==> src/hw/rtl/bmd_pkg.sv <==
`timescale 1ns / 1ps
// ----------------------------------------------------------------------------
// bmd_pkg: shared types and constants of the binary message deframer
// Holds the sync character, the message type table, the phase enum and
// the result record passed from the framing logic to the output register.
// ----------------------------------------------------------------------------
package bmd_pkg;

    localparam logic [7:0] SYNC_CHAR    = 8'h40;   // '@'
    localparam int         TYPE_NUM     = 19;
    localparam logic [4:0] TYPE_UNKNOWN = 5'd19;
    localparam logic [8:0] UNKNOWN_LEN  = 9'd7;

    typedef enum logic [1:0] {
        BMD_HUNT  = 2'd0,
        BMD_SYNC  = 2'd1,
        BMD_FRAME = 2'd2
    } bmd_phase_t;

    typedef struct packed {
        logic [7:0] c0;
        logic [7:0] c1;
        logic [8:0] len;
    } bmd_type_entry_t;

    localparam bmd_type_entry_t TYPE_TABLE [0:TYPE_NUM-1] = '{
        '{8'h41, 8'h61, 9'd10},  '{8'h41, 8'h62, 9'd10},  '{8'h41, 8'h63, 9'd11},
        '{8'h41, 8'h64, 9'd11},  '{8'h41, 8'h65, 9'd11},  '{8'h41, 8'h66, 9'd15},
        '{8'h41, 8'h73, 9'd20},  '{8'h41, 8'h74, 9'd8},   '{8'h41, 8'h77, 9'd8},
        '{8'h41, 8'h7a, 9'd11},  '{8'h42, 8'h6a, 9'd8},   '{8'h43, 8'h62, 9'd33},
        '{8'h43, 8'h66, 9'd7},   '{8'h43, 8'h68, 9'd9},   '{8'h43, 8'h6a, 9'd294},
        '{8'h45, 8'h61, 9'd76},  '{8'h45, 8'h6e, 9'd69},  '{8'h46, 8'h61, 9'd9},
        '{8'h53, 8'h7a, 9'd8}
    };

    typedef struct packed {
        logic [7:0] data_out;
        logic       in_frame;
        logic [8:0] byte_position;
        logic [4:0] type_code;
        logic       frame_start;
        logic       frame_last;
        logic       checksum_ok;
    } bmd_result_t;

endpackage

==> src/hw/rtl/bmd_byte_if.sv <==
`timescale 1ns / 1ps
// ----------------------------------------------------------------------------
// bmd_byte_if: received byte channel
// Valid/ready channel carrying one serial byte per transaction.
// ----------------------------------------------------------------------------
interface bmd_byte_if;
    logic       valid;
    logic       ready;
    logic [7:0] byte_in;

    modport source (output valid, output byte_in, input ready);
    modport sink   (input valid, input byte_in, output ready);
endinterface

==> src/hw/rtl/bmd_result_if.sv <==
`timescale 1ns / 1ps
// ----------------------------------------------------------------------------
// bmd_result_if: deframed byte channel
// Valid/ready channel carrying the echoed byte and its framing marks.
// ----------------------------------------------------------------------------
interface bmd_result_if;
    logic       valid;
    logic       ready;
    logic [7:0] data_out;
    logic       in_frame;
    logic [8:0] byte_position;
    logic [4:0] type_code;
    logic       frame_start;
    logic       frame_last;
    logic       checksum_ok;

    modport source (
        output valid, output data_out, output in_frame, output byte_position,
        output type_code, output frame_start, output frame_last,
        output checksum_ok, input ready
    );
    modport sink (
        input valid, input data_out, input in_frame, input byte_position,
        input type_code, input frame_start, input frame_last,
        input checksum_ok, output ready
    );
endinterface

==> src/hw/rtl/binary_message_deframer_xor_check.sv <==
`timescale 1ns / 1ps
// ----------------------------------------------------------------------------
// binary_message_deframer_xor_check: '@@'-synced message deframer
// Echoes each received byte with its frame position, type code and
// start, last and checksum marks.
// ----------------------------------------------------------------------------
// Usage:
//   serial    - sink channel, one received byte per transaction.
//   deframed  - source channel, one marked byte per transaction, in order.
//   Every accepted byte yields exactly one deframed transaction.
// Path: a taken byte is registered in the input stage, run through the
//   framing logic when it advances and lands in the output register,
//   whose valid flag then presents it on the deframed channel.
// Throughput: one byte per cycle unless ready drops. The type lookup is a
//   parallel compare of all 19 table entries; no byte needs a second pass.
// Stall: the input register and the output register are separate stages;
//   a new byte is still taken while a finished result waits, and ready
//   drops only when both stages are full and the receiver holds off.
// Reset: rst_n clears the stage valid flags and puts the framer in hunt
//   with position 0, length 7 and type unknown.
// ----------------------------------------------------------------------------
module binary_message_deframer_xor_check (
    input  logic          clk,
    input  logic          rst_n,
    bmd_byte_if.sink      serial,
    bmd_result_if.source  deframed
);

    logic                 stage_valid_reg;
    logic [7:0]           stage_byte_reg;
    logic                 out_valid_reg;
    bmd_pkg::bmd_result_t out_data_reg;
    bmd_pkg::bmd_result_t result;
    logic                 advance;
    logic                 in_take;

    // move the staged byte forward when the output register is free or drains
    assign advance      = stage_valid_reg && (!out_valid_reg || deframed.ready);
    assign serial.ready = !stage_valid_reg || advance;
    assign in_take      = serial.valid && serial.ready;

    bmd_frame_fsm u_fsm (
        .clk     (clk),
        .rst_n   (rst_n),
        .step    (advance),
        .byte_in (stage_byte_reg),
        .result  (result)
    );

    always_ff @(posedge clk or negedge rst_n)
    begin
        if (!rst_n)
        begin
            stage_valid_reg <= 1'b0;
            out_valid_reg   <= 1'b0;
        end
        else
        begin
            if (in_take)
            begin
                stage_valid_reg <= 1'b1;
            end
            else if (advance)
            begin
                stage_valid_reg <= 1'b0;
            end

            if (advance)
            begin
                out_valid_reg <= 1'b1;
            end
            else if (deframed.ready)
            begin
                out_valid_reg <= 1'b0;
            end
        end
    end

    // payload: hold until the next transaction
    always_ff @(posedge clk)
    begin
        if (in_take)
        begin
            stage_byte_reg <= serial.byte_in;
        end
        if (advance)
        begin
            out_data_reg <= result;
        end
    end

    assign deframed.valid         = out_valid_reg;
    assign deframed.data_out      = out_data_reg.data_out;
    assign deframed.in_frame      = out_data_reg.in_frame;
    assign deframed.byte_position = out_data_reg.byte_position;
    assign deframed.type_code     = out_data_reg.type_code;
    assign deframed.frame_start   = out_data_reg.frame_start;
    assign deframed.frame_last    = out_data_reg.frame_last;
    assign deframed.checksum_ok   = out_data_reg.checksum_ok;

    // a byte taken while the stage is full must leave the stage the same cycle
    a_no_overrun: assert property (@(posedge clk) disable iff (!rst_n)
        (in_take && stage_valid_reg) |-> advance)
        else $error("input stage overrun");

    // a frame start is always the first sync byte at position zero
    a_start_marks: assert property (@(posedge clk) disable iff (!rst_n)
        (deframed.valid && deframed.frame_start) |->
        (deframed.in_frame && deframed.byte_position == 9'd0 &&
         deframed.data_out == bmd_pkg::SYNC_CHAR && !deframed.frame_last))
        else $error("bad frame start marks");

    // the last byte lies inside a frame past the type bytes
    a_last_marks: assert property (@(posedge clk) disable iff (!rst_n)
        (deframed.valid && deframed.frame_last) |->
        (deframed.in_frame && deframed.byte_position >= 9'd6))
        else $error("bad frame last marks");

    // checksum status only appears on a frame's last byte
    a_ok_on_last: assert property (@(posedge clk) disable iff (!rst_n)
        (deframed.valid && deframed.checksum_ok) |-> deframed.frame_last)
        else $error("checksum_ok outside last byte");

endmodule

==> src/hw/rtl/bmd_type_lookup.sv <==
`timescale 1ns / 1ps
// ----------------------------------------------------------------------------
// bmd_type_lookup: message type decoder
// Compares the two type characters against every table entry in parallel
// and returns the table index and total frame length.
// ----------------------------------------------------------------------------
module bmd_type_lookup (
    input  logic [7:0] c0,
    input  logic [7:0] c1,
    output logic [4:0] type_index,
    output logic [8:0] type_length
);

    always_comb
    begin
        type_index  = bmd_pkg::TYPE_UNKNOWN;
        type_length = bmd_pkg::UNKNOWN_LEN;
        // scan downward so the lowest matching entry wins
        for (int m = bmd_pkg::TYPE_NUM - 1; m >= 0; m--)
        begin
            if (bmd_pkg::TYPE_TABLE[m].c0 == c0 && bmd_pkg::TYPE_TABLE[m].c1 == c1)
            begin
                type_index  = 5'(m);
                type_length = bmd_pkg::TYPE_TABLE[m].len;
            end
        end
    end

endmodule

==> src/hw/rtl/bmd_frame_fsm.sv <==
`timescale 1ns / 1ps
// ----------------------------------------------------------------------------
// bmd_frame_fsm: sync hunt, position count and checksum
// Holds the framing state, marks each byte and advances on every step.
// ----------------------------------------------------------------------------
module bmd_frame_fsm (
    input  logic                clk,
    input  logic                rst_n,
    input  logic                step,
    input  logic [7:0]          byte_in,
    output bmd_pkg::bmd_result_t result
);

    bmd_pkg::bmd_phase_t phase_reg, phase_next;
    logic [8:0] pos_reg,   pos_next;
    logic [8:0] len_reg,   len_next;
    logic [7:0] first_reg, first_next;
    logic [4:0] idx_reg,   idx_next;
    logic [7:0] xor_reg,   xor_next;
    logic       match_reg, match_next;

    logic [4:0] lk_index;
    logic [8:0] lk_length;
    logic       is_sync;
    logic       pos_two;
    logic       pos_three;
    logic       pos_ge3;
    logic [8:0] eff_len;
    logic [4:0] eff_idx;
    logic       is_last;
    logic       in_body;
    logic       is_check;

    bmd_type_lookup u_lookup (
        .c0          (first_reg),
        .c1          (byte_in),
        .type_index  (lk_index),
        .type_length (lk_length)
    );

    assign is_sync   = (byte_in == bmd_pkg::SYNC_CHAR);
    assign pos_two   = (pos_reg == 9'd2);
    assign pos_three = (pos_reg == 9'd3);
    assign pos_ge3   = (pos_reg >= 9'd3);
    assign eff_len   = pos_three ? lk_length : len_reg;
    assign eff_idx   = pos_three ? lk_index  : idx_reg;
    assign is_last   = pos_ge3 && ({1'b0, pos_reg} + 10'd1 >= {1'b0, eff_len});
    assign in_body   = ({1'b0, pos_reg} + 10'd4 <= {1'b0, len_reg});
    assign is_check  = ({1'b0, pos_reg} + 10'd3 == {1'b0, len_reg});

    // next phase
    always_comb
    begin
        phase_next = phase_reg;
        case (phase_reg)
            bmd_pkg::BMD_HUNT:  phase_next = is_sync ? bmd_pkg::BMD_SYNC : bmd_pkg::BMD_HUNT;
            bmd_pkg::BMD_SYNC:  phase_next = is_sync ? bmd_pkg::BMD_FRAME : bmd_pkg::BMD_HUNT;
            bmd_pkg::BMD_FRAME: phase_next = is_last ? bmd_pkg::BMD_HUNT : bmd_pkg::BMD_FRAME;
            default:            phase_next = bmd_pkg::BMD_HUNT;
        endcase
    end

    // datapath state and per-byte marks
    always_comb
    begin
        pos_next   = pos_reg;
        len_next   = len_reg;
        first_next = first_reg;
        idx_next   = idx_reg;
        xor_next   = xor_reg;
        match_next = match_reg;

        result               = '0;
        result.data_out      = byte_in;
        result.type_code     = bmd_pkg::TYPE_UNKNOWN;

        case (phase_reg)
            bmd_pkg::BMD_HUNT:
            begin
                if (is_sync)
                begin
                    result.in_frame    = 1'b1;
                    result.frame_start = 1'b1;
                    pos_next   = 9'd1;
                    len_next   = bmd_pkg::UNKNOWN_LEN;
                    idx_next   = bmd_pkg::TYPE_UNKNOWN;
                    first_next = '0;
                    xor_next   = '0;
                    match_next = 1'b0;
                end
            end
            bmd_pkg::BMD_SYNC:
            begin
                if (is_sync)
                begin
                    result.in_frame      = 1'b1;
                    result.byte_position = 9'd1;
                    pos_next = 9'd2;
                end
                else
                begin
                    pos_next = '0;
                end
            end
            bmd_pkg::BMD_FRAME:
            begin
                result.in_frame      = 1'b1;
                result.byte_position = pos_reg;
                if (pos_two)
                begin
                    first_next = byte_in;
                    xor_next   = byte_in;
                end
                else if (pos_three)
                begin
                    idx_next = lk_index;
                    len_next = lk_length;
                    xor_next = xor_reg ^ byte_in;
                end
                else if (in_body)
                begin
                    xor_next = xor_reg ^ byte_in;
                end
                else if (is_check)
                begin
                    match_next = (xor_reg == byte_in);
                end
                if (pos_ge3)
                begin
                    result.type_code = eff_idx;
                end
                if (is_last)
                begin
                    result.frame_last  = 1'b1;
                    result.checksum_ok = match_reg;
                    pos_next = '0;
                end
                else
                begin
                    pos_next = pos_reg + 9'd1;
                end
            end
            default:
            begin
                pos_next = '0;
            end
        endcase
    end

    always_ff @(posedge clk or negedge rst_n)
    begin
        if (!rst_n)
        begin
            phase_reg <= bmd_pkg::BMD_HUNT;
            pos_reg   <= '0;
            len_reg   <= bmd_pkg::UNKNOWN_LEN;
            first_reg <= '0;
            idx_reg   <= bmd_pkg::TYPE_UNKNOWN;
            xor_reg   <= '0;
            match_reg <= 1'b0;
        end
        else if (step)
        begin
            phase_reg <= phase_next;
            pos_reg   <= pos_next;
            len_reg   <= len_next;
            first_reg <= first_next;
            idx_reg   <= idx_next;
            xor_reg   <= xor_next;
            match_reg <= match_next;
        end
    end

endmodule
==> src/flat_wrapper.sv <==
// flat-port wrapper written by rule: the top's interface ports become plain ports
module binary_message_deframer_xor_check_flat 
  (clk, rst_n, serial_valid, serial_byte_in, serial_ready, deframed_valid, deframed_data_out, deframed_in_frame, deframed_byte_position, deframed_type_code, deframed_frame_start, deframed_frame_last, deframed_checksum_ok, deframed_ready);
  bmd_byte_if serial_i ();
  bmd_result_if deframed_i ();
  input  logic clk;
  input  logic rst_n;
  input wire logic [$bits(serial_i.valid)-1:0] serial_valid;
  input wire logic [$bits(serial_i.byte_in)-1:0] serial_byte_in;
  output wire logic [$bits(serial_i.ready)-1:0] serial_ready;
  output wire logic [$bits(deframed_i.valid)-1:0] deframed_valid;
  output wire logic [$bits(deframed_i.data_out)-1:0] deframed_data_out;
  output wire logic [$bits(deframed_i.in_frame)-1:0] deframed_in_frame;
  output wire logic [$bits(deframed_i.byte_position)-1:0] deframed_byte_position;
  output wire logic [$bits(deframed_i.type_code)-1:0] deframed_type_code;
  output wire logic [$bits(deframed_i.frame_start)-1:0] deframed_frame_start;
  output wire logic [$bits(deframed_i.frame_last)-1:0] deframed_frame_last;
  output wire logic [$bits(deframed_i.checksum_ok)-1:0] deframed_checksum_ok;
  input wire logic [$bits(deframed_i.ready)-1:0] deframed_ready;
  assign serial_i.valid = serial_valid;
  assign serial_i.byte_in = serial_byte_in;
  assign serial_ready = serial_i.ready;
  assign deframed_valid = deframed_i.valid;
  assign deframed_data_out = deframed_i.data_out;
  assign deframed_in_frame = deframed_i.in_frame;
  assign deframed_byte_position = deframed_i.byte_position;
  assign deframed_type_code = deframed_i.type_code;
  assign deframed_frame_start = deframed_i.frame_start;
  assign deframed_frame_last = deframed_i.frame_last;
  assign deframed_checksum_ok = deframed_i.checksum_ok;
  assign deframed_i.ready = deframed_ready;
  binary_message_deframer_xor_check u_core (.clk(clk), .rst_n(rst_n), .serial(serial_i), .deframed(deframed_i));
endmodule
==> config.mk <==
export PLATFORM = sky130hd
export DESIGN_NAME = binary_message_deframer_xor_check_flat
export DESIGN_NICKNAME = d
export VERILOG_FILES = /design/src/hw/rtl/bmd_pkg.sv /design/src/hw/rtl/bmd_byte_if.sv /design/src/hw/rtl/bmd_result_if.sv /design/src/hw/rtl/binary_message_deframer_xor_check.sv /design/src/hw/rtl/bmd_type_lookup.sv /design/src/hw/rtl/bmd_frame_fsm.sv /design/src/flat_wrapper.sv
export SDC_FILE = /design/constraint.sdc
export NUM_CORES = 1
export LEC_CHECK = 0
export BUFFER_PORTS_ARGS = -buffer_cell sky130_fd_sc_hd__buf_2
export CAP_MARGIN = 20
export CORE_AREA = 3 3 117 131
export CTS_CLUSTER_SIZE = 10
export DETAILED_ROUTE_END_ITERATION = 7
export DIE_AREA = 0 0 120 134
export GPL_TIMING_DRIVEN = 0
export PLACE_DENSITY = 0.58
export SYNTH_ARGS = -nofsm -noshare
export SYNTH_HDL_FRONTEND = slang
export SYNTH_SLANG_ARGS = --single-unit
==> constraint.sdc <==
create_clock -name clk -period 3.46 [get_ports clk]
set_input_delay 0.519 -clock clk [delete_from_list [all_inputs] [get_ports clk]]
set_output_delay 0.519 -clock clk [all_outputs]
set_load 0.005 [all_outputs]
==> Word-level counts from Yosys, hierarchy flattened <==
Cells that the tools add are included.
{ "totals": {"output_inout_bits": 28, "wordCells": 171, "reg_bits": 78, "inputBits": 12} }
{ "op_classes": {"bitwise_logic": 1, "n_addsub": 4, "eq_ne": 33, "muxes": 76, "order_cmp": 3, "n_reduce_logical": 37} }
{ "op_table": {"columns": ["op", "count"], "rows": [
  ["9-bit 2-to-1 mux", 20],
  ["7-bit by 8-bit equality test with 1-bit output (first input constant)", 19],
  ["5-bit 2-to-1 mux", 19],
  ["8-bit 2-to-1 mux", 5],
  ["9-bit case mux with 2 select lines", 2],
  ["8-bit case mux with 2 select lines", 2],
  ["9-bit case mux with 3 select lines", 1],
  ["1-bit logical AND", 22],
  ["9-bit by 2-bit equality test with 1-bit output (second input constant)", 2],
  ["7-bit 2-to-1 mux", 2],
  ["1-bit 2-to-1 mux", 12],
  ["2-bit 2-to-1 mux", 6],
  ["2-bit inequality test (second input constant)", 6],
  ["4-bit AND reduction", 3],
  ["9-bit by 1-bit adder with 10-bit output (second input constant)", 1],
  ["9-bit by 2-bit adder with 10-bit output (second input constant)", 1],
  ["9-bit by 3-bit adder with 10-bit output (second input constant)", 1],
  ["10-bit by 9-bit equality test with 1-bit output", 1],
  ["10-bit by 9-bit greater-or-equal comparator with 1-bit output", 1],
  ["10-bit by 9-bit <= comparator with 1-bit output", 1],
  ["10-bit 2-to-1 mux", 1],
  ["5-bit case mux with 2 select lines", 1],
  ["9-bit by 1-bit adder with 9-bit output (second input constant)", 1],
  ["9-bit by 2-bit greater-or-equal comparator with 1-bit output (second input constant)", 1],
  ["16 further kinds", 23]
]} }

==> Logic depth before layout (Yosys ltp) <==
{ "depth": {"depth_word": 26, "mapped_depth": 16, "depth_no_buf": 15} }

==> By module <==
From an unflattened synthesis, not the netlist that was laid out.
{ "unflattened": {"cells_unflattened": 506, "hier_area_um2": 5176.2} }
{ "by_module_without_submodules": {"columns": ["mod", "seq_area_each_um2", "area_each_um2", "n_inst", "cells_per_inst"], "rows": [
  ["bmd_frame_fsm", 1058.5, 3390.8, 1, 359],
  ["binary_message_deframer_xor_check", 1071.0, 1124.8, 1, 42],
  ["bmd_type_lookup", 0.0, 660.6, 1, 105]
]} }

==> Least setup slack after synthesis <==
OpenSTA, ideal clock, no wires.
{ "synth_timing": {"path_type": "flip-flop to flip-flop", "start": "register u_core.u_fsm.first_reg[5]", "end": "register u_core.out_data_reg, in the netlist u_core.deframed.checksum_ok, data pin", "slack_ns": 0.057, "setup_time_ns": 0.255, "period_less_slack_ns": 3.403, "t_arrival_ns": 3.148, "path_buffers": 0, "path_stages_with_launch": 15, "required_ns": 3.205, "path_cell_list": "dfrtp_1 or3b_2 or4b_1 o21a_1 o32ai_1 nor3b_1 nand2b_1 ha_1 nand2b_1 a21o_1 a21oi_1 o21a_1 o21ai_0 nor2b_1 and2_1"} }
{ "synth_via": {"elab_chain_len": 25, "word_cells_on_any_way": 48, "classes_between": "order compare: 1; eq/ne: 6; mux: 20; reduce/logical: 21"} }
{ "synth_rtl": {"columns": ["item", "line", "text"], "rows": [
  ["from (decl)", "bmd_frame_fsm.sv:17", "logic [7:0] first_reg, first_next;"],
  ["from (signal assigned)", "bmd_frame_fsm.sv:167", "first_reg <= first_next;"],
  ["7-bit by 8-bit equality test with 1-bit output", "bmd_type_lookup.sv:21", "if (bmd_pkg::TYPE_TABLE[m].c0 == c0 && bmd_pkg::TYPE_TABLE[m].c1 == c1)"],
  ["1-bit logical AND", "bmd_type_lookup.sv:21", null],
  ["4-bit 2-to-1 mux (2 in series)", "bmd_type_lookup.sv:21", null],
  ["7-bit 2-to-1 mux (2 in series)", "bmd_type_lookup.sv:21", null],
  ["9-bit 2-to-1 mux (14 in series)", "bmd_type_lookup.sv:21", null],
  ["9-bit 2-to-1 mux (*)", "bmd_type_lookup.sv:21", null],
  ["9-bit 2-to-1 mux (*)", null, null],
  ["10-bit by 9-bit greater-or-equal comparator with 1-bit output (*)", "bmd_frame_fsm.sv:47", "assign is_last = pos_ge3 && ({1'b0, pos_reg} + 10'd1 >= {1'b0, eff_len});"],
  ["1-bit logical AND (*)", "bmd_frame_fsm.sv:47", null],
  ["2-bit AND reduction (no source line) (*)", null, null],
  ["to (signal assigned)", "binary_message_deframer_xor_check.sv:88", "out_data_reg <= result;"],
  ["to (decl)", "binary_message_deframer_xor_check.sv:32", "bmd_pkg::bmd_result_t out_data_reg;"]
]} }
Mark *: on every way between the ends. The rest lies on a longest branch, timed or not.
A chain may end at the register's enable or synchronous reset.

==> Worst setup path in the final report <==
{ "layout_timing": {"start": "register u_core.u_fsm.first_reg[1]", "end": "register u_core.u_fsm.pos_reg[0]"} }
{ "layout_via": {"elab_chain_len": 26, "word_cells_on_any_way": 49, "classes_between": "order compare: 1; eq/ne: 6; mux: 22; reduce/logical: 20"} }
{ "layout_rtl": {"columns": ["item", "line", "text"], "rows": [
  ["7-bit by 8-bit equality test with 1-bit output", "bmd_type_lookup.sv:21", null],
  ["1-bit logical AND", "bmd_type_lookup.sv:21", null],
  ["4-bit 2-to-1 mux (2 in series)", "bmd_type_lookup.sv:21", null],
  ["7-bit 2-to-1 mux (2 in series)", "bmd_type_lookup.sv:21", null],
  ["9-bit 2-to-1 mux (14 in series)", "bmd_type_lookup.sv:21", null],
  ["9-bit 2-to-1 mux (*)", "bmd_type_lookup.sv:21", null],
  ["9-bit 2-to-1 mux (*)", null, null],
  ["10-bit by 9-bit greater-or-equal comparator with 1-bit output (*)", "bmd_frame_fsm.sv:47", null],
  ["1-bit logical AND (*)", "bmd_frame_fsm.sv:47", null],
  ["9-bit 2-to-1 mux (*)", "bmd_frame_fsm.sv:132", "if (is_last)"],
  ["9-bit case mux with 3 select lines (*)", "bmd_frame_fsm.sv:77", "case (phase_reg)"],
  ["to (signal assigned)", "bmd_frame_fsm.sv:165", "pos_reg <= pos_next;"],
  ["to (decl)", "bmd_frame_fsm.sv:15", "logic [8:0] pos_reg, pos_next;"]
]} }
Marked as above.

==> out/results.tsv <==
metric	value	unit
outcome	finished with violations	
violated checks	setup timing	
Finished Core Util	45.89	%
CTS tree	yes	
Hold Path Class	in2async	
Ports	40	
met1 wire length	6358	um
number of synthesized flops with an enable pin	34	
std cell rows	46	
CP Launch Type	flop	
clk sinks	78	
die height	134	um
Syn Area/Cell	9.564	sq um
global-route wire length before repair	24140	um
dpl ws	-0.7457	ns
total negative setup slack	-0.01114	ns
fraction of layout cells with a size suffix above 1	28.27	%
sequential area share after synthesis	41.08	%
Total Routed Length	14940	um
clock tree buffer depth	2	
Clk pin slew, worst setup/hold paths	0.07	ns
Total GRT Usage	19.16	%
Mapped Area	5184	sq um
unrepaired setup endpoints after global routing	true	
Yosys cell types	78	
Worst path max stage delay	0.60	ns
Max Cap Viol	0	
largest net degree at the start of global routing	45	
f_max	0.2881	GHz
Overall Power	4.196	mW
routed via count	4469	
grt ovf	0	
final hold slack	0.003968	ns
Tcrit/Tclk final	100.3	%
FFs w/ async S/R, synth	56.41	%
Core Box Area	14220	sq um
largest cells by area after synthesis	edfxtp_1 (20%), dfrtp_1 (18%), ha_1 (6.5%), nand2_1 (4.5%), xnor2_1 (3.4%)	
Synth Net Count	581	
Req. time, crit path	3.73	ns
PD cells	643.2	nW/um^2
Worst Tran Pin Value	0.6614	ns
WP data arrival	3.74	ns
total CTS buffers	9	
DR vias/cell	5.510	
WL met2	7665	um
IO Port Bufs	39	
top-area cell type share of the netlist area	19.70	%
Worst Path Max Fanout	8	
leakage	2.557	nW
post-route ant nets	0	
DRT iter0 DRCs	287	
clock skew	0.008945	ns
routed len/inst	18.42	um
fillcell total	1356	
Register Area	2133	sq um
slowest CP cell	or4b_1	
Area growth syn-to-layout	25.85	%
Main synth FF type	dfrtp_1	
dpl hpwl	10740	um
WL met3	544	um
post-synth top area cell	edfxtp_1	
Clock Latency Late Sink	0.36	ns
Synth warnings	0	
cts hold-fix bufs	0	
crit end category	flop	
number of global-route vias before repair	4502	
Max Slew Vio Count	0	
antenna cell count	0	
drt drc	0	
initial antenna violation count	0	
Final setup viols	1	
clock root buffer	clkbuf_16	
# nets final	653	
highest metal used	met4	
Die W	120	um
Pre-Repair DR Iteration Count	5	
setup ws final	-0.01114	ns
VDD IR max	0.0002670	V
Crit Path Category	reg2reg	
Slew headroom	55.61	%
final worst path period need	3.471	ns
H-tree levels	3	
post-synthesis register bit count	78	
Post-Syn Instances	542	
initial cell density of the core	36.46	%
DIE AREA	16080	sq um
Final Hold Viols	0	
Multi-input gate area	3152	sq um
GPL Wtd Cong	0.9054	
crit-path cells	or4b_1 > nor4_4 > a211oi_2 > nor3b_2 > nand2b_1 > ha_1 > nand2b_1 > a21o_1 > a21oi_2 > o21a_1 > buf_6 > o21a_1 > a31oi_1 > o31ai_2	
-- report_power, final --
group / switching (mW) / leakage [nW] / internal, mW
Combinational: 1.02 / 1.53 / 0.778
Clock: 0.396 / 0.160 / 0.653
Sequential: 0.193 / 0.866 / 1.16
-- layout make-up --
cell class | instances | area share (%)
buffer | 26 | 2.551
clock buffer | 11 | 3.721
clock inverter | 5 | 1.266
inverter | 22 | 1.266
multi-input combinational | 414 | 48.31
sequential | 78 | 32.70
tap | 192 | 3.682
timing repair buffer | 63 | 6.502
-- layer usage --
metal	GRT usage, %	up-vias
li1	-	2140
met4	7.257	0
met1	23.65	2194
met2	33.58	111
met5	0	-
met3	3.079	24
-- through the flow --
step,std cells,instance area [sq um]
2_1_floorplan,542,5184
3_3_place_gp,773,5619
3_5_place_dp,774,5647
4_1_cts,793,6146
5_1_grt,811,6524
6_report,811,6524
-- worst paths after layout --
path	to	depth (start not counted)	slack (ns)	from
setup reg to reg	u_core.u_fsm.pos_reg[0]$_DFFE_PN0P_	14	-0.01	u_core.u_fsm.first_reg[1]$_DFFE_PN0P_
setup / recovery	u_core.u_fsm.pos_reg[0]$_DFFE_PN0P_	14	-0.01	u_core.u_fsm.first_reg[1]$_DFFE_PN0P_
min in group clk	u_core.stage_byte_reg[4]$_DFFE_PP_	1	0.34	serial_byte_in[4]
hold / removal	u_core.u_fsm.first_reg[7]$_DFFE_PN0P_	1	0.004	rst_n
max in group asynchronous	u_core.u_fsm.idx_reg[1]$_DFFE_PN1P_	2	2.93	rst_n
hold reg to reg	u_core.deframed.data_out[5]$_DFFE_PP_	0	0.46	u_core.stage_byte_reg[5]$_DFFE_PP_
-- logic make-up (layout without fill, tap and decap cells) --
logic type                 count (synthesis)  in the layout  share of synthesized area (%)
and+or+nand+nor                          216            216                          23.46
AOI/OAI and AO/OA                        130            131                          17.64
DFF                                       78             78                          41.08
buffers and inverters                     51            127                          4.320
xor gates and xnor gates                  33             33                          5.576
adders and majority gates                 27             27                          6.517
muxes                                      7              7                          1.400
-- cell usage after synthesis (9+ instances only) --
| master | n |
|---|---|
| a21oi_1 | 23 |
| and2_1 | 9 |
| clkbuf_1 | 14 |
| dfrtp_1 | 38 |
| edfxtp_1 | 34 |
| ha_1 | 27 |
| inv_1 | 21 |
| nand2_1 | 62 |
| nand2b_1 | 12 |
| nand3_1 | 17 |
| nand3b_1 | 10 |
| nor2_1 | 32 |
| nor3_1 | 13 |
| o21ai_0 | 26 |
| o22ai_1 | 9 |
| xnor2_1 | 20 |
| xor2_1 | 13 |
-- what timing repair did --
item,CTS,global route
pin swaps,5,17
gates cloned,1,0
resized for setup,36,45
buffers inserted,5,17
setup endpoints to repair,19,19
-- cells in the final DEF (no fill, tap or decap), drive strengths merged, types with 4 or more instances in the layout --
cell type,count
a21o,4
a21oi,23
a22o,8
a31o,7
a31oi,6
and2,10
and3,5
buf,77
clkbuf,23
clkinv,4
dfrtp,38
dfstp,6
edfxtp,34
ha,27
inv,21
mux2i,5
nand2,62
nand2b,12
nand3,18
nand3b,10
nand4,7
nor2,33
nor2b,8
nor3,15
nor4,8
o211ai,4
o21a,5
o21ai,30
o22ai,9
o2bb2ai,8
o31ai,5
or2,5
or3,4
xnor2,20
xor2,13
-- worst max-delay path, delay by kind of cell, from the launching register on --
kind / cells / cell delay, ns
buffers and inverters: 1 / 0.13
AND/OR/NAND/NOR: 5 / 1.44
AO/OA/AOI/OAI: 7 / 1.08
flip-flops: 1 / 0.48
adder cells (fa/ha/maj): 1 / 0.26
Note: power is estimated with default switching activity, not from simulation.
